[config.mk]
export PLATFORM = sky130hd
export DESIGN_NAME = base64_stream_encoder_top
export DESIGN_NICKNAME = d
export VERILOG_FILES = /design/src/hw/rtl/b64e_pkg.sv /design/src/hw/rtl/b64e_front.sv /design/src/hw/rtl/b64e_cmd_queue.sv /design/src/hw/rtl/b64e_back.sv /design/src/hw/rtl/base64_stream_encoder_top.sv
export SDC_FILE = /design/constraint.sdc
export NUM_CORES = 1
export LEC_CHECK = 0
export ABC_AREA = 0
export BUFFER_PORTS_ARGS = -buffer_cell sky130_fd_sc_hd__buf_2
export CAP_MARGIN = 10
export CORE_UTILIZATION = 45
export DETAILED_ROUTE_END_ITERATION = 6
export PLACE_DENSITY = 0.67
export RECOVER_POWER = 100
export SYNTH_ARGS = -nofsm -noshare
export SYNTH_HDL_FRONTEND = slang
export SYNTH_SLANG_ARGS = --single-unit
[constraint.sdc]
create_clock -name clock -period 3.6 [get_ports clock]
set_input_delay 0.72 -clock clock [delete_from_list [all_inputs] [get_ports clock]]
set_output_delay 0.72 -clock clock [all_outputs]
set_load 0.1 [all_outputs]
[src/hw/rtl/b64e_pkg.sv]
// shared types, constants and the character lookup for the base64 stream encoder
`timescale 1ns / 1ps

package b64e_pkg;

   localparam int unsigned QueueDepth = 2;
   localparam int unsigned QueuePtrWidth = (QueueDepth > 1) ? $clog2(QueueDepth) : 1;
   localparam int unsigned QueueCountWidth = $clog2(QueueDepth + 1);

   localparam logic [7:0] PadChar = 8'h3D;

   // group phase, one-hot
   typedef enum logic [2:0] {
      PHASE_0 = 3'b001,
      PHASE_1 = 3'b010,
      PHASE_2 = 3'b100
   } phase_type;

   // work for the back end: up to four characters from one byte
   typedef struct packed {
      logic [3:0][5:0] sym;
      logic [3:0]      pad;
      logic [1:0]      num_m1;
      logic            last;
   } cmd_type;

   function automatic logic [7:0] sym_to_ascii(input logic [5:0] v);
      logic [7:0] ch;
      case (v) inside
         [6'd0 : 6'd25]:  ch = 8'h41 + {2'b00, v};
         [6'd26 : 6'd51]: ch = 8'h61 + {2'b00, v} - 8'd26;
         [6'd52 : 6'd61]: ch = 8'h30 + {2'b00, v} - 8'd52;
         6'd62:           ch = 8'h2B;
         6'd63:           ch = 8'h2F;
         default:         ch = 8'h2F;
      endcase
      return ch;
   endfunction

endpackage

[src/hw/rtl/b64e_front.sv]
// front end: tracks the group phase and splits each byte into character codes
`timescale 1ns / 1ps

module b64e_front (
   input  logic              clock,
   input  logic              reset,
   input  logic              req_push,
   input  logic [7:0]        req_data_byte,
   input  logic              req_last_byte,
   input  logic              q_full,
   output logic              q_push,
   output b64e_pkg::cmd_type q_cmd
);

   b64e_pkg::phase_type phase_ff, phase_in;
   logic [3:0] leftover_ff, leftover_in;

   assign q_push = req_push && !q_full;

   always_comb begin
      q_cmd        = '0;
      q_cmd.last   = req_last_byte;
      phase_in     = phase_ff;
      leftover_in  = leftover_ff;
      case (phase_ff)
         b64e_pkg::PHASE_1: begin
            q_cmd.sym[0] = {leftover_ff[1:0], req_data_byte[7:4]};
            leftover_in  = req_data_byte[3:0];
            phase_in     = b64e_pkg::PHASE_2;
            if (req_last_byte) begin
               q_cmd.sym[1] = {req_data_byte[3:0], 2'b00};
               q_cmd.pad[2] = 1'b1;
               q_cmd.num_m1 = 2'd2;
            end
         end
         b64e_pkg::PHASE_2: begin
            q_cmd.sym[0] = {leftover_ff, req_data_byte[7:6]};
            q_cmd.sym[1] = req_data_byte[5:0];
            q_cmd.num_m1 = 2'd1;
            leftover_in  = 4'd0;
            phase_in     = b64e_pkg::PHASE_0;
         end
         default: begin
            q_cmd.sym[0] = req_data_byte[7:2];
            leftover_in  = {2'b00, req_data_byte[1:0]};
            phase_in     = b64e_pkg::PHASE_1;
            if (req_last_byte) begin
               q_cmd.sym[1] = {req_data_byte[1:0], 4'b0000};
               q_cmd.pad[2] = 1'b1;
               q_cmd.pad[3] = 1'b1;
               q_cmd.num_m1 = 2'd3;
            end
         end
      endcase
      // end of message returns to the start of a group
      if (req_last_byte) begin
         phase_in    = b64e_pkg::PHASE_0;
         leftover_in = 4'd0;
      end
   end

   always_ff @(posedge clock) begin
      if (reset) begin
         phase_ff    <= b64e_pkg::PHASE_0;
         leftover_ff <= 4'd0;
      end else if (q_push) begin
         phase_ff    <= phase_in;
         leftover_ff <= leftover_in;
      end
   end

endmodule

[src/hw/rtl/b64e_cmd_queue.sv]
// short queue of character work between the front and back ends
`timescale 1ns / 1ps

module b64e_cmd_queue (
   input  logic              clock,
   input  logic              reset,
   input  logic              wr_en,
   input  b64e_pkg::cmd_type wr_cmd,
   output logic              full,
   input  logic              rd_en,
   output logic              not_empty,
   output b64e_pkg::cmd_type rd_cmd
);

   localparam int unsigned PtrW = b64e_pkg::QueuePtrWidth;
   localparam int unsigned CntW = b64e_pkg::QueueCountWidth;
   localparam logic [PtrW-1:0] LastPtr = PtrW'(b64e_pkg::QueueDepth - 1);

   b64e_pkg::cmd_type mem_ff [b64e_pkg::QueueDepth];
   logic [PtrW-1:0] wr_ptr_ff, wr_ptr_in;
   logic [PtrW-1:0] rd_ptr_ff, rd_ptr_in;
   logic [CntW-1:0] count_ff, count_in;

   assign full      = (count_ff == CntW'(b64e_pkg::QueueDepth));
   assign not_empty = (count_ff != '0);
   assign rd_cmd    = mem_ff[rd_ptr_ff];

   always_comb begin
      wr_ptr_in = wr_ptr_ff;
      rd_ptr_in = rd_ptr_ff;
      count_in  = count_ff;
      if (wr_en) begin
         wr_ptr_in = (wr_ptr_ff == LastPtr) ? '0 : wr_ptr_ff + PtrW'(1);
      end
      if (rd_en) begin
         rd_ptr_in = (rd_ptr_ff == LastPtr) ? '0 : rd_ptr_ff + PtrW'(1);
      end
      if (wr_en && !rd_en) begin
         count_in = count_ff + CntW'(1);
      end else if (rd_en && !wr_en) begin
         count_in = count_ff - CntW'(1);
      end
   end

   always_ff @(posedge clock) begin
      if (reset) begin
         wr_ptr_ff <= '0;
         rd_ptr_ff <= '0;
         count_ff  <= '0;
      end else begin
         wr_ptr_ff <= wr_ptr_in;
         rd_ptr_ff <= rd_ptr_in;
         count_ff  <= count_in;
      end
   end

   always_ff @(posedge clock) begin
      if (wr_en) begin
         mem_ff[wr_ptr_ff] <= wr_cmd;
      end
   end

endmodule

[src/hw/rtl/b64e_back.sv]
// back end: walks each entry, one character per cycle unless stalled
`timescale 1ns / 1ps

module b64e_back (
   input  logic              clock,
   input  logic              reset,
   input  logic              q_not_empty,
   input  b64e_pkg::cmd_type q_cmd,
   output logic              q_pop,
   output logic              rsp_empty,
   input  logic              rsp_pop,
   output logic [7:0]        rsp_out_char,
   output logic              rsp_last_char
);

   b64e_pkg::cmd_type cur_ff, cur_in;
   logic       busy_ff, busy_in;
   logic [1:0] idx_ff, idx_in;
   logic       ovalid_ff, ovalid_in;
   logic [7:0] ochar_ff, ochar_in;
   logic       olast_ff, olast_in;
   logic       advance;
   logic       done;

   // output slot frees up when empty or taken this cycle
   assign advance = busy_ff && (!ovalid_ff || rsp_pop);
   assign done    = advance && (idx_ff == cur_ff.num_m1);
   assign q_pop   = q_not_empty && (!busy_ff || done);

   assign rsp_empty     = !ovalid_ff;
   assign rsp_out_char  = ochar_ff;
   assign rsp_last_char = olast_ff;

   always_comb begin
      cur_in    = cur_ff;
      busy_in   = busy_ff;
      idx_in    = idx_ff;
      ovalid_in = ovalid_ff;
      ochar_in  = ochar_ff;
      olast_in  = olast_ff;
      if (q_pop) begin
         cur_in  = q_cmd;
         busy_in = 1'b1;
         idx_in  = 2'd0;
      end else if (done) begin
         busy_in = 1'b0;
      end else if (advance) begin
         idx_in = idx_ff + 2'd1;
      end
      if (advance) begin
         ovalid_in = 1'b1;
         ochar_in  = cur_ff.pad[idx_ff] ? b64e_pkg::PadChar
                                         : b64e_pkg::sym_to_ascii(cur_ff.sym[idx_ff]);
         olast_in  = cur_ff.last && (idx_ff == cur_ff.num_m1);
      end else if (rsp_pop) begin
         ovalid_in = 1'b0;
      end
   end

   always_ff @(posedge clock) begin
      if (reset) begin
         busy_ff   <= 1'b0;
         idx_ff    <= 2'd0;
         ovalid_ff <= 1'b0;
      end else begin
         busy_ff   <= busy_in;
         idx_ff    <= idx_in;
         ovalid_ff <= ovalid_in;
      end
   end

   always_ff @(posedge clock) begin
      cur_ff   <= cur_in;
      ochar_ff <= ochar_in;
      olast_ff <= olast_in;
   end

   // index never runs past the entry's character count
   a_idx_in_range: assert property (@(posedge clock) disable iff (reset)
      busy_ff |-> (idx_ff <= cur_ff.num_m1))
      else $error("character index beyond entry length");

   // padding only ever fills the third and fourth characters
   a_pad_position: assert property (@(posedge clock) disable iff (reset)
      (advance && cur_ff.pad[idx_ff]) |-> (idx_ff == 2'd2 || idx_ff == 2'd3))
      else $error("padding emitted in a data position");

   // a loaded entry starts at its first character
   a_load_starts: assert property (@(posedge clock) disable iff (reset)
      q_pop |=> (busy_ff && idx_ff == 2'd0))
      else $error("entry load did not restart the index");

   // a result is produced only while an entry is in progress
   a_result_source: assert property (@(posedge clock) disable iff (reset)
      (!$past(ovalid_ff) && ovalid_ff) |-> $past(busy_ff))
      else $error("result appeared with no entry in progress");

endmodule

[src/hw/rtl/base64_stream_encoder_top.sv]
// top level of the streaming base64 encoder
`timescale 1ns / 1ps

// Base64 (standard alphabet, '=' padding) encoder for a byte stream.
// Input side is a queue: drive req_data_byte and req_last_byte with req_push;
// a transaction happens when req_push is high and req_full is low. Mark the
// final byte of each message with req_last_byte; any byte value is allowed.
// Output side is a queue: while rsp_empty is low, rsp_out_char holds the
// oldest character and rsp_last_char flags the end of the encoded message;
// raising rsp_pop takes it.
// Each byte yields one or two characters (up to four on the last byte, with
// padding). The front end turns a byte into character work in the cycle it
// is taken and writes it to a two-entry queue; the back end emits one
// character per cycle into the output register while the receiver takes
// them. A taken byte is held in the queue and then in the back end's entry
// register before its first character reaches the output register.
// Sustained rate is set by the single character output. When the receiver
// stalls, the output register holds, the back end waits, the queue fills
// and req_full rises; nothing is dropped. Synchronous reset empties the
// queue and output and returns to the start of a 3-byte group.
module base64_stream_encoder_top (
   input  logic       clock,
   input  logic       reset,
   input  logic       req_push,
   output logic       req_full,
   input  logic [7:0] req_data_byte,
   input  logic       req_last_byte,
   output logic       rsp_empty,
   input  logic       rsp_pop,
   output logic [7:0] rsp_out_char,
   output logic       rsp_last_char
);

   logic              q_push;
   logic              q_full;
   logic              q_pop;
   logic              q_not_empty;
   b64e_pkg::cmd_type q_wr_cmd;
   b64e_pkg::cmd_type q_rd_cmd;

   assign req_full = q_full;

   b64e_front u_front (
      .clock         (clock),
      .reset         (reset),
      .req_push      (req_push),
      .req_data_byte (req_data_byte),
      .req_last_byte (req_last_byte),
      .q_full        (q_full),
      .q_push        (q_push),
      .q_cmd         (q_wr_cmd)
   );

   b64e_cmd_queue u_queue (
      .clock     (clock),
      .reset     (reset),
      .wr_en     (q_push),
      .wr_cmd    (q_wr_cmd),
      .full      (q_full),
      .rd_en     (q_pop),
      .not_empty (q_not_empty),
      .rd_cmd    (q_rd_cmd)
   );

   b64e_back u_back (
      .clock         (clock),
      .reset         (reset),
      .q_not_empty   (q_not_empty),
      .q_cmd         (q_rd_cmd),
      .q_pop         (q_pop),
      .rsp_empty     (rsp_empty),
      .rsp_pop       (rsp_pop),
      .rsp_out_char  (rsp_out_char),
      .rsp_last_char (rsp_last_char)
   );

endmodule
=== Word-level counts from Yosys, hierarchy flattened ===
Memories as Yosys holds them, arrays and structs flattened. A register that Yosys moved wholly into a read port is not among the register bits.
Index checks and enable logic that the tools add are counted.

* Memories kept: 1
* Bits in latches: 0
* Input bits: 13
* Register bits: 40
* Memory bits (read-only): 0
* Output and inout port bits: 11
* Memory bits (writable): 34
* Word-level logic and storage cells: 92

{| class="wikitable"
|+ Memories
! name !! words !! bits a word !! read ports !! clocked after Yosys merged registers in !! wr ports !! RTL line !! RTL
|-
| u_queue.mem_ff || 2 || 17 || 1 || 1 || 1 || b64e_cmd_queue.sv:19 || <nowiki>b64e_pkg::cmd_type mem_ff [b64e_pkg::QueueDepth];</nowiki>
|}

* Equal/unequal tests: 5
* Divide/modulo/power cells: 0
* Reduce and logical (&&, ||, !) cells: 24
* $mul: 0
* Magnitude comparators: 7
* Bitwise gates (word level): 1
* Add/subtract/negate cells: 10
* Shift operators: 0
* Muxes and demuxes: 31

{| class="wikitable"
|+ Operators with widths
! operator !! count
|-
| two-way mux 8 bit || 3
|-
| one-hot mux 12 bit (2 select lines) || 1
|-
| two-way mux 6 bit || 3
|-
| adder 7 x 6 -> 8 bit, first input constant || 2
|-
| binary-select mux 6 bit (select 2 bit) || 1
|-
| <= comparator 6 bit, second input constant || 2
|-
| two-way mux 1 bit || 11
|-
| logical AND 1 bit || 10
|-
| two-way mux 2 bit || 4
|-
| one-hot mux 4 bit (2 select lines) || 1
|-
| nonzero test 2 bit || 4
|-
| subtractor 8 x 5 -> 8 bit, second input constant || 1
|-
| subtractor 8 x 6 -> 8 bit, second input constant || 1
|-
| adder 6 x 6 -> 7 bit, first input constant || 1
|-
| equality test 6 bit, second input constant || 1
|-
| greater-or-equal comparator 6 x 1 -> 1 bit, second input constant || 1
|-
| greater-or-equal comparator 6 x 5 -> 1 bit, second input constant || 1
|-
| greater-or-equal comparator 6 bit, second input constant || 1
|-
| <= comparator 6 x 5 -> 1 bit, second input constant || 1
|-
| two-way mux 3 bit || 2
|-
| one-hot mux 3 bit (2 select lines) || 1
|-
| zero test 1 bit || 5
|-
| adder 2 x 1 -> 2 bit, second input constant || 2
|-
| two-way mux 4 bit || 1
|-
| other kinds (14) || 17
|}

=== Logic depth before layout (Yosys ltp) ===
Gate-level depths: netlist (run 1).

* Word-level depth: 9
* Mapped depth: 13
* Gate-level depth less buffers: 10

=== Hierarchy ===
From an unflattened synthesis (run 1), not the netlist that was laid out.

* Cell total of the unflattened synthesis: 359
* Area total of the unflattened synthesis: 5280.1 um^2

{| class="wikitable"
|+ Modules (own cells, without submodules)
! module !! cells each !! area an instance (um^2) !! sequential area each (um^2) !! instances
|-
| b64e_cmd_queue || 118 || 2436.1 || 1961.9 || 1
|-
| b64e_back || 148 || 2102.0 || 1281.2 || 1
|-
| b64e_front || 93 || 742.0 || 140.1 || 1
|}

=== Least setup slack after synthesis (run 1) ===
No wires, ideal clock.

* Kind: reg-to-reg
* From: register u_back.ovalid_ff
* To: register u_queue.count_ff[1]
* Stages on the path, launching flop included: 9
* Path buffers: 0
* Period minus slack after synthesis: 2823 ps
* Setup slack: 777 ps
* Setup time: 71 ps
* Arrival: 2753 ps
* Data required time: 3529 ps
* Cells stage by stage: dfxtp_1 > inv_1 > nor2_1 > o21ai_0 > o21a_1 > inv_1 > ha_1 > or3_1 > a21oi_1

* Longest elaborated chain between the ends: 9

{| class="wikitable"
|+ RTL lines
! element !! RTL line !! RTL
|-
| start: declaration || b64e_back.sv:19 || <nowiki>logic ovalid_ff, ovalid_in;</nowiki>
|-
| start signal: assignment || b64e_back.sv:68 || <nowiki>ovalid_ff <= ovalid_in;</nowiki>
|-
| zero test 1 bit (*) || -- ||
|-
| named net rsp_empty || base64_stream_encoder_top.sv:28 || <nowiki>output logic rsp_empty,</nowiki>
|-
| logical OR 1 bit (*) || b64e_back.sv:26 || <nowiki>assign advance = busy_ff && (!ovalid_ff || rsp_pop);</nowiki>
|-
| logical AND 1 bit (*) || b64e_back.sv:26 ||
|-
| logical AND 1 bit (*) || b64e_back.sv:27 || <nowiki>assign done = advance && (idx_ff == cur_ff.num_m1);</nowiki>
|-
| logical OR 1 bit (*) || b64e_back.sv:28 || <nowiki>assign q_pop = q_not_empty && (!busy_ff || done);</nowiki>
|-
| logical AND 1 bit (*) || b64e_back.sv:28 ||
|-
| named net q_pop || base64_stream_encoder_top.sv:36 || <nowiki>logic q_pop;</nowiki>
|-
| zero test 1 bit || b64e_cmd_queue.sv:38 || <nowiki>if (wr_en && !rd_en) begin</nowiki>
|-
| logical AND 1 bit || b64e_cmd_queue.sv:38 ||
|-
| two-way mux 2 bit or nonzero test 2 bit (tied branches) || -- ||
|-
| end signal: assignment || b64e_cmd_queue.sv:53 || <nowiki>count_ff <= count_in;</nowiki>
|-
| end: declaration || b64e_cmd_queue.sv:22 || <nowiki>logic [CntW-1:0] count_ff, count_in;</nowiki>
|}

The timed path passes the listed nets; every way through them passes the cells marked *.
A chain may end at the register's enable or synchronous reset.

=== Worst setup path in the final report (run 1) ===
* From: register u_back.idx_ff[1]
* To: register u_back.ochar_ff[6] (netlist: u_back.rsp_out_char[6]) (data pin)

* Longest elaborated chain between the ends: 7

{| class="wikitable"
|+ RTL lines
! element !! RTL line !! RTL
|-
| start: declaration || b64e_back.sv:18 || <nowiki>logic [1:0] idx_ff, idx_in;</nowiki>
|-
| start signal: assignment || b64e_back.sv:67 || <nowiki>idx_ff <= idx_in;</nowiki>
|-
| binary-select mux 6 bit (select 2 bit) || b64e_back.sv:53 || <nowiki>: b64e_pkg::sym_to_ascii(cur_ff.sym[idx_ff]);</nowiki>
|-
| two-way mux 6 bit (implied by the code) || b64e_back.sv:53 ||
|-
| adder 6 x 6 -> 7 bit (tied with other cells) || b64e_pkg.sv:32 || <nowiki>[6'd52 : 6'd61]: ch = 8'h30 + {2'b00, v} - 8'd52;</nowiki>
|-
| subtractor 8 x 6 -> 8 bit or logical AND 1 bit (tied branches) || b64e_pkg.sv:32, b64e_back.sv:53 ||
|-
| two-way mux 8 bit (3 in a row) || b64e_pkg.sv:29 || <nowiki>case (v) inside</nowiki>
|-
| end signal: assignment || b64e_back.sv:74 || <nowiki>ochar_ff <= ochar_in;</nowiki>
|-
| end: declaration || b64e_back.sv:20 || <nowiki>logic [7:0] ochar_ff, ochar_in;</nowiki>
|}

Parallel ways exist; a longest one is shown, timed or not. The select of a mux whose other input is x is not followed.

==> impl_metrics.json, run 1 <==
{
  "placed_area_sq_mm": 0.00402,
  "yosysWarnings": 0,
  "yosys_most_used_dff": "edfxtp_1",
  "routed_wl_mm": 7.12,
  "cts.clk_slew.worst_paths_ps": 80,
  "required_ps": 3690,
  "layout-drive-gt1-share_pct": 16.3,
  "hold_class": "reg -> reg",
  "postCtsSetupBuffers": 0,
  "drcViolationCount": 0,
  "clock_skew_ps": 7.51,
  "grt_max_degree": 22,
  "tightest_slew_ps": 1180,
  "synth-seq-area-share_pct": 55.3,
  "cts_inserted_buffers": 9,
  "drv_cap": 0,
  "powerDensity_mw_per_mm2": 1010,
  "period_share_pct": 89.5,
  "max-slew-margin-rel_pct": 21.6,
  "grt_pass1_wl_mm": 11.6,
  "fp.dieH_um": 93.9,
  "critical_path.most_common_cell": "nor2_1",
  "clock_latency_ps": 340,
  "synth.avg_cell_area_sq_um": 11.8,
  "die_w_um": 93.9,
  "gr-usage-met1_pct": 18.9,
  "clock-root-buffer": "clkbuf_8",
  "hold_viol": 0,
  "diodes": 0,
  "dp_hpwl_mm": 5.08,
  "antenna_found_initial": 0,
  "gr-max-usage-layer": "met2",
  "synth_edf_count": 60,
  "crit_path_start_kind": "flip-flop",
  "ctsResizeCount": 0,
  "grtUsageMet2_pct": 31.8,
  "viasPerCell": 5.45,
  "grt_overflow": 0,
  "htreeDepth": 3,
  "ios": 24,
  "hold_ws_ps": 454,
  "grt.total_usage_pct": 17.6,
  "rsz0062_at_grt": "no",
  "ir_drop_mv": 0.472,
  "final_net_count": 377,
  "cts_hold_buf": 0,
  "synth.distinct_cells": 58,
  "start_util_pct": 46.5,
  "finalSetupTns_ps": 0,
  "grtUsageMet3_pct": 4.61,
  "place_congestion": 0.865,
  "antenna_left": 0,
  "die_area_sq_mm": 0.00882,
  "cp_slowest_cell": "dfxtp_1",
  "finalSetupViolCount": 0,
  "stdcell_area_sq_mm": 0.00422,
  "grt_pass1_vias": 2469,
  "crit_path_max_incr_delay_ps": 690,
  "netlist_instances": 321,
  "cts_tree": "done",
  "ys_ff_latch": 75,
  "place.port_buffers": 23,
  "maxSlewViolCount": 0,
  "syn-cell-area_sq_mm": 0.00380,
  "cts.sinks": 75,
  "rows": 33,
  "worst_setup_path_end_kind": "flip-flop",
  "drt_iter0_markers": 87,
  "design.core.area_sq_mm": 0.00818,
  "path_cells": "or2_0, ha_1, nand2_1, o32a_1, a21oi_2, nor2_1, a221oi_2, nor2_1",
  "async_flop_share_pct": 0,
  "synth.net_count": 348,
  "num-fill-cells": 731,
  "vias": 2508,
  "crit_fanout": 16,
  "drt_pre_antenna_iters": 5,
  "clock_tree.buffer_depth": 2,
  "wl_per_cell_um": 15.5,
  "p_leak_nw": 1.50,
  "path_class": "reg -> reg",
  "period_needed_ps": 3220,
  "outcome": "finished clean",
  "areaGrowthSynthToFinish_pct": 11.0,
  "fmax_ghz": 0.310,
  "arrival_ps": 3320
}
## worst paths after layout
check                         startpoint                endpoint  slack, ps  cells after the start
setup reg to reg        u_back.idx_ff[1]  u_back.rsp_out_char[6]        380                      8
hold reg to reg   u_front.leftover_ff[2]  u_front.leftover_ff[2]        450                      2
setup / recovery        u_back.idx_ff[1]  u_back.rsp_out_char[6]        380                      8
hold / removal    u_front.leftover_ff[2]  u_front.leftover_ff[2]        450                      2
## metrics by stage
stage               utilization [%]  total power [mW]  std cells  setup slack, ps
floorplan                         -              3.19        321              777
global placement               49.2              3.56        444              589
detailed placement             49.2              3.59        444              539
CTS                            52.1              4.33        460              484
global route                   51.6              4.52        460              124
finish                         51.6              4.26        460              377
## cells by family after synthesis
family	after synthesis	synth area share, %
AO/OA/AOI/OAI	64	13.4
XOR/XNOR	14	3.23
adder cells (fa/ha/maj)	14	4.61
buffers and inverters	24	3.03
flip-flops	75	55.3
multiplexers	24	6.91
AND/OR/NAND/NOR	106	13.5
## area by class of cell
type | count | area (sq um) | share of cell area [%]
clock inverters | 2 | 38.8 | 0.920
well taps | 105 | 131 | 3.12
inverters | 14 | 52.6 | 1.25
repair buffers | 28 | 125 | 2.97
clock buffers | 14 | 195 | 4.63
flip-flops and latches | 75 | 2100 | 49.9
multi-input cells | 222 | 1570 | 37.3
## registers in the layout, summed over array words and instances, names as in the netlist
name,count
u_back.rsp_out_char,8
u_front.phase_ff,3
u_back.idx_ff,2
u_back.rsp_last_char,1
u_queue.mem_ff,34
u_queue.rd_ptr_ff,1
u_front.leftover_ff,4
u_back.busy_ff,1
u_back.ovalid_ff,1
u_queue.wr_ptr_ff,1
u_back.cur_ff,17
u_queue.count_ff,2
## layer usage
layer,up-vias,wire length (um)
li1,1245,-
met2,58,3770
met5,-,0
met4,0,89
met1,1197,3010
met3,8,253
## placed cells by master (no fill, tap or decap), types with 10 or more instances in the layout
| cell type | Yosys | layout |
|---|---|---|
| a21oi_1 | 13 | 13 |
| buf_2 | 2 | 10 |
| clkbuf_1 | 5 | 18 |
| clkbuf_8 | 0 | 10 |
| dfxtp_1 | 15 | 15 |
| edfxtp_1 | 60 | 60 |
| ha_1 | 14 | 14 |
| inv_1 | 12 | 12 |
| mux2_2 | 18 | 18 |
| nand2_1 | 32 | 33 |
| nor2_1 | 26 | 27 |
## report_power, final
part           switching [mW]  internal (mW)  total [mW]
logic                    1.40          0.689        2.09
clock network           0.299          0.426       0.725
registers               0.158           1.29        1.45
total                    1.86           2.41        4.26
## cells in the mapped netlist, drive strengths merged, types with 3 or more instances
master  number  area [sq um]
a21oi       14          73.8
nand2b       5          31.3
clkbuf       5          18.8
o21ai        9          45.0
xnor2        9          78.8
nand3        8          40.0
a31oi        3          25.0
a221oi       3          38.8
a22o         4          35.0
buf          5          43.8
a22oi        6          45.0
a32o         3          30.0
or2          5          31.3
mux2i        6          60.1
nand2       33           126
dfxtp       15           300
nor3         8          40.0
inv         13          48.8
o22ai        5          31.3
mux2        18           203
nor2        28           110
nor2b        4          25.0
xor2         5          43.8
edfxtp      60          1800
ha          14           175
nor3b        4          30.0
## critical path: cells and delay by family (launching register included)
family                     cells  cell delay, ps
adders and majority gates      1             390
DFF                            1             690
and+or+nand+nor                4             870
AOI/OAI and AO/OA              3            1040
No activity file was read; power rests on OpenSTA's default activity.
==> run 2, diff against run 1 <==
--- a/config.mk
+++ b/config.mk
@@ -5,12 +5,13 @@
 export SDC_FILE = /design/constraint.sdc
 export NUM_CORES = 1
 export LEC_CHECK = 0
-export ABC_AREA = 0
 export BUFFER_PORTS_ARGS = -buffer_cell sky130_fd_sc_hd__buf_2
 export CAP_MARGIN = 10
-export CORE_UTILIZATION = 45
+export CELL_PAD_IN_SITES_DETAIL_PLACEMENT = 0
+export CELL_PAD_IN_SITES_GLOBAL_PLACEMENT = 2
+export CORE_UTILIZATION = 30
 export DETAILED_ROUTE_END_ITERATION = 6
-export PLACE_DENSITY = 0.67
+export PLACE_DENSITY = 0.66
 export RECOVER_POWER = 100
 export SYNTH_ARGS = -nofsm -noshare
 export SYNTH_HDL_FRONTEND = slang
==> run 2 against run 1 <==
Net effect:
- sequential share of layout area fell by 1.6 points
- register-to-register slack got worse by 50 ps
- count of clock-buffer cells in the layout fell by 5
- routed wire length rose by 8.8%
- final cell count rose by 14%
- total power rose by 3.1%
- sequential power barely moved
- flip-flop and latch count did not move
- combinational power barely moved
==> impl_metrics.json, run 2 (same netlist as run 1, synthesis figures left out) <==
{
  "outcome": "finished clean",
  "clock_skew_ps": 5.34,
  "drcViolationCount": 0,
  "totalPowerFinal_mw": 4.40,
  "grt.total_usage_pct": 12.9,
  "rr_endpoint": "u_back.rsp_out_char[6]",
  "seq_power_share_pct": 33.1,
  "worst_setup_path_end_kind": "flip-flop",
  "hold_viol": 0,
  "fp.dieH_um": 115,
  "registers.top_by_ff_count": "u_queue.mem_ff",
  "multi_input_area_sq_mm": 0.00157,
  "crit_path_max_incr_delay_ps": 590,
  "tightest_slew_ps": 1220,
  "crit_path_start_kind": "flip-flop",
  "grt_max_degree": 21,
  "rrSetupSlack_ps": 330,
  "largest_reg_flops": 34,
  "die_w_um": 115,
  "reg2regPathDepth": 9,
  "required_ps": 3670,
  "cp_slowest_cell": "dfxtp_1",
  "place_congestion": 0.811,
  "finalSetupTns_ps": 0,
  "rsz0062_at_grt": "no",
  "layout_common_cells": "edfxtp_1 (60), nand2_1 (33), nor2_1 (26)",
  "maxSlewViolCount": 0,
  "internal_power_mw": 2.50,
  "place.port_buffers": 23,
  "clock-root-buffer": "clkbuf_16",
  "postCtsSetupBuffers": 0,
  "finalSetupViolCount": 0,
  "power.switching_mw": 1.89,
  "grt_pass1_vias": 2503,
  "powerDensity_mw_per_mm2": 1010,
  "endpoint": "u_back.rsp_out_char[6]",
  "hold_ws_ps": 468,
  "crit_path_start": "u_back.idx_ff[0]",
  "design.core.area_sq_mm": 0.0122,
  "cts.sinks": 75,
  "max-slew-margin-rel_pct": 19.3,
  "diodes": 0,
  "crit_fanout": 11,
  "drt_iter0_markers": 149,
  "ir_drop_mv": 0.324,
  "drv_cap": 0,
  "cts_hold_buf": 0,
  "period_share_pct": 90.9,
  "final_net_count": 379,
  "wl_per_cell_um": 14.8,
  "antenna_found_initial": 0,
  "ctsResizeCount": 0,
  "ios": 24,
  "cts.clk_slew.worst_paths_ps": 60,
  "grt_pass1_wl_mm": 12.8,
  "die_area_sq_mm": 0.0131,
  "vias": 2480,
  "clock_tree.buffer_depth": 2,
  "viasPerCell": 4.72,
  "antenna_left": 0,
  "clock_latency_ps": 330,
  "final_common_cell": "edfxtp_1",
  "start_util_pct": 31.2,
  "hold_class": "reg -> reg",
  "htreeDepth": 3,
  "p_comb_share_pct": 47.0,
  "drt_pre_antenna_iters": 4,
  "rows": 40,
  "layout-drive-gt1-share_pct": 16.0,
  "fmax_ghz": 0.306,
  "arrival_ps": 3340,
  "period_needed_ps": 3270,
  "areaGrowthSynthToFinish_pct": 14.7,
  "cts_tree": "done",
  "r2r_start": "u_back.idx_ff[0]",
  "switching_share_pct": 43.1,
  "path_class": "reg -> reg",
  "clockPowerShare_pct": 19.8,
  "register_area_sq_mm": 0.00210,
  "path_cells": "mux2i_1, or2_1, ha_1, nand2_1, o32a_1, a21oi_2, nor2_2, a221oi_1, nor2_1",
  "num-fill-cells": 1241,
  "dp_hpwl_mm": 5.49,
  "final_util_pct": 35.8,
  "routed_wl_mm": 7.74,
  "p_leak_nw": 1.52,
  "grt_overflow": 0,
  "cts_inserted_buffers": 9
}
[run 2: worst min path at each step]
stage / start / to / slack [ps] / cells after the start
after CTS: u_front.leftover_ff[2] / u_front.leftover_ff[2] / 460 / 2
after detailed placement: u_front.leftover_ff[2] / u_front.leftover_ff[2] / 460 / 2
after floorplan: u_front.leftover_ff[2] / u_front.leftover_ff[2] / 430 / 2
after global placement: u_front.leftover_ff[2] / u_front.leftover_ff[2] / 450 / 2
final: u_front.leftover_ff[2] / u_front.leftover_ff[2] / 470 / 2
after global routing: u_front.leftover_ff[2] / u_front.leftover_ff[2] / 490 / 2
[run 2: power groups by stage]
stage                     combinational [mW]  sequential (mW)  clock (mW)
after floorplan                         1.44             1.75           0
after global placement                  2.15             1.47           0
after detailed placement                2.13             1.47           0
after CTS                               2.15             1.45       0.893
after global routing                    2.25             1.49       0.939
final                                   2.07             1.46       0.871
[run 2: metrics by stage]
| step | worst slack (ps) | instance area (sq um) | cells |
|---|---|---|---|
| after floorplan | 777 | 3800 | 321 |
| after global placement | 476 | 4120 | 509 |
| after detailed placement | 368 | 4120 | 509 |
| after CTS | 353 | 4410 | 525 |
| after global routing | 121 | 4360 | 525 |
| final | 327 | 4360 | 525 |
[run 2: cell type report]
type | count | area share [%]
Clock inverter | 7 | 1.55
Inverter | 14 | 1.21
Timing Repair Buffer | 30 | 3.04
Clock buffer | 9 | 5.17
Multi-Input combinational cell | 222 | 36.0
Tap cell | 168 | 4.82
Sequential cell | 75 | 48.2
[run 2: worst max-delay path, delay by kind of cell (launching register included)]
family | cells | cell delay [ps]
simple gates | 4 | 640
flops | 1 | 590
fa+ha+maj | 1 | 350
mux | 1 | 350
compound gates | 3 | 1080
[run 2: routing by layer]
layer / vias to the layer above / share of wire [%] / track usage [%]
li1: 1255 / - / -
met1: 1192 / 46 / 15.1
met2: 29 / 50 / 22.4
met3: 4 / 2.7 / 3.28
met4: 0 / 1.0 / 5.54
met5: - / 0 / 0
==> run 3, diff against run 2 <==
--- a/config.mk
+++ b/config.mk
@@ -12,7 +12,6 @@
 export CORE_UTILIZATION = 30
 export DETAILED_ROUTE_END_ITERATION = 6
 export PLACE_DENSITY = 0.66
-export RECOVER_POWER = 100
 export SYNTH_ARGS = -nofsm -noshare
 export SYNTH_HDL_FRONTEND = slang
 export SYNTH_SLANG_ARGS = --single-unit
==> constraint.sdc (replaced) <==
create_clock -name clock -period 3.6 [get_ports clock]
set_input_delay 0.36 -clock clock [delete_from_list [all_inputs] [get_ports clock]]
set_output_delay 0.36 -clock clock [all_outputs]
set_load 0.1 [all_outputs]
==> run 3 against run 2 <==
Net effect:
- clock power rose by 7.8%
- clock skew rose by 1.9 ps
- maximum frequency rose by 0.81%
- largest cell class unchanged
- count of clock-buffer cells in the layout rose by 2
- die area did not move
- cell area rose by 1.4%
- sequential power barely moved
- via count rose by 1.4%
- sequential share of layout area fell by 0.68 points
- critical endpoint unchanged
- worst setup slack improved by 26 ps
==> impl_metrics.json, run 3 (same netlist as run 1, synthesis figures left out) <==
{
  "place.port_buffers": 23,
  "registers.top_by_ff_count": "u_queue.mem_ff",
  "max-slew-margin-rel_pct": 34.5,
  "hold_viol": 0,
  "layout_common_cells": "edfxtp_1 (60), nand2_1 (32), nor2_1 (26)",
  "powerDensity_mw_per_mm2": 1020,
  "cts_tree": "done",
  "grt_pass1_wl_mm": 12.8,
  "crit_fanout": 11,
  "htreeDepth": 3,
  "grt_overflow": 0,
  "register_area_sq_mm": 0.00210,
  "die_w_um": 115,
  "drt_pre_antenna_iters": 4,
  "cp_slowest_cell": "dfxtp_1",
  "period_share_pct": 90.2,
  "wl_per_cell_um": 14.8,
  "path_class": "reg -> reg",
  "ir_drop_mv": 0.301,
  "grt.total_usage_pct": 13.1,
  "vias": 2514,
  "hold_class": "in -> reg",
  "crit_path_start_kind": "flip-flop",
  "rows": 40,
  "rsz0062_at_grt": "no",
  "path_cells": "mux2i_1, or2_1, ha_1, nand2_1, o32a_1, a21oi_2, nor2_2, a221oi_2, nor2_1",
  "required_ps": 3680,
  "largest_reg_flops": 34,
  "num-fill-cells": 1223,
  "areaGrowthSynthToFinish_pct": 16.3,
  "grt_pass1_vias": 2530,
  "final_net_count": 378,
  "clock-root-buffer": "clkbuf_16",
  "fmax_ghz": 0.308,
  "routed_wl_mm": 7.76,
  "layout-drive-gt1-share_pct": 21.9,
  "design.core.area_sq_mm": 0.0122,
  "tightest_slew_ps": 980,
  "ctsResizeCount": 0,
  "crit_path_max_incr_delay_ps": 600,
  "clock_latency_ps": 340,
  "dp_hpwl_mm": 5.53,
  "clock_tree.buffer_depth": 2,
  "worst_setup_path_end_kind": "flip-flop",
  "viasPerCell": 4.80,
  "fp.dieH_um": 115,
  "drt_iter0_markers": 174,
  "outcome": "finished clean",
  "cts.sinks": 75,
  "die_area_sq_mm": 0.0131,
  "antenna_left": 0,
  "drv_cap": 0,
  "final_common_cell": "edfxtp_1",
  "final_util_pct": 36.3,
  "p_leak_nw": 1.59,
  "finalSetupViolCount": 0,
  "period_needed_ps": 3250,
  "multi_input_area_sq_mm": 0.00158,
  "arrival_ps": 3330,
  "diodes": 0,
  "cts_hold_buf": 0,
  "drcViolationCount": 0,
  "grt_max_degree": 21,
  "place_congestion": 0.810,
  "ios": 24,
  "maxSlewViolCount": 0,
  "crit_family": "compound AO/OA/AOI/OAI gates",
  "cts.clk_slew.worst_paths_ps": 60,
  "postCtsSetupBuffers": 0,
  "finalSetupTns_ps": 0,
  "clock_skew_ps": 7.22,
  "antenna_found_initial": 0,
  "cp.buffers_inverters": 0,
  "start_util_pct": 31.2,
  "cts_inserted_buffers": 9
}
==> run 3: cell count changes in the layout (fill, tap and decap cells not counted), moves of 2 or more <==
cell / delta
clkbuf_1: -16
buf_2: +13
buf_4: +4
a221oi_1: -2
a221oi_2: +2
and2_0: -2
and2_1: +2
mux2_1: -2
mux2_2: +2
==> run 3: where the power goes <==
| part | switching, mW | internal, mW |
|---|---|---|
| Sequential | 0.159 | 1.29 |
| Combinational | 1.41 | 0.716 |
| Clock | 0.334 | 0.605 |
==> run 3: through the flow <==
stage          hold WS [ps]  power [mW]  instances  area (sq um)  setup slack [ps]
2_1_floorplan           429        3.19        321          3800               777
3_3_place_gp            452        3.61        508          4110               476
3_5_place_dp            454        3.61        508          4110               394
4_1_cts                 298        4.57        524          4420               364
5_1_grt                 328        4.80        524          4420               103
6_report                311        4.52        524          4420               353
==> run 3: routing by layer <==
layer	track usage (%)	routed length, um	vias to the layer above
met3	4.18	281	6
met2	22.3	3870	46
met5	0	0	-
met4	5.45	97	0
met1	15.2	3510	1217
li1	-	-	1245
==> run 3: cell type report <==
cell class | instances | share of cell area [%]
flip-flops and latches | 75 | 47.6
multi-input cells | 222 | 35.8
clock buffers | 11 | 5.26
well taps | 168 | 4.76
repair buffers | 29 | 3.62
clock inverters | 5 | 1.81
inverters | 14 | 1.19
==> run 3: final timing paths <==
path                                              from                     end  slack, ps  cells after the start
worst max register to register        u_back.idx_ff[0]  u_back.rsp_out_char[6]        350                      9
worst max-delay path                  u_back.idx_ff[0]  u_back.rsp_out_char[6]        350                      9
worst min-delay path                           rsp_pop        u_back.ovalid_ff        310                      4
worst min register to register  u_front.leftover_ff[2]  u_front.leftover_ff[2]        460                      2
==> run 3: tightest hold or removal path, stage by stage <==
cell and delay (ps):
buf_2 80, nor2_1 50, nor2_1 80, nor2_1 40
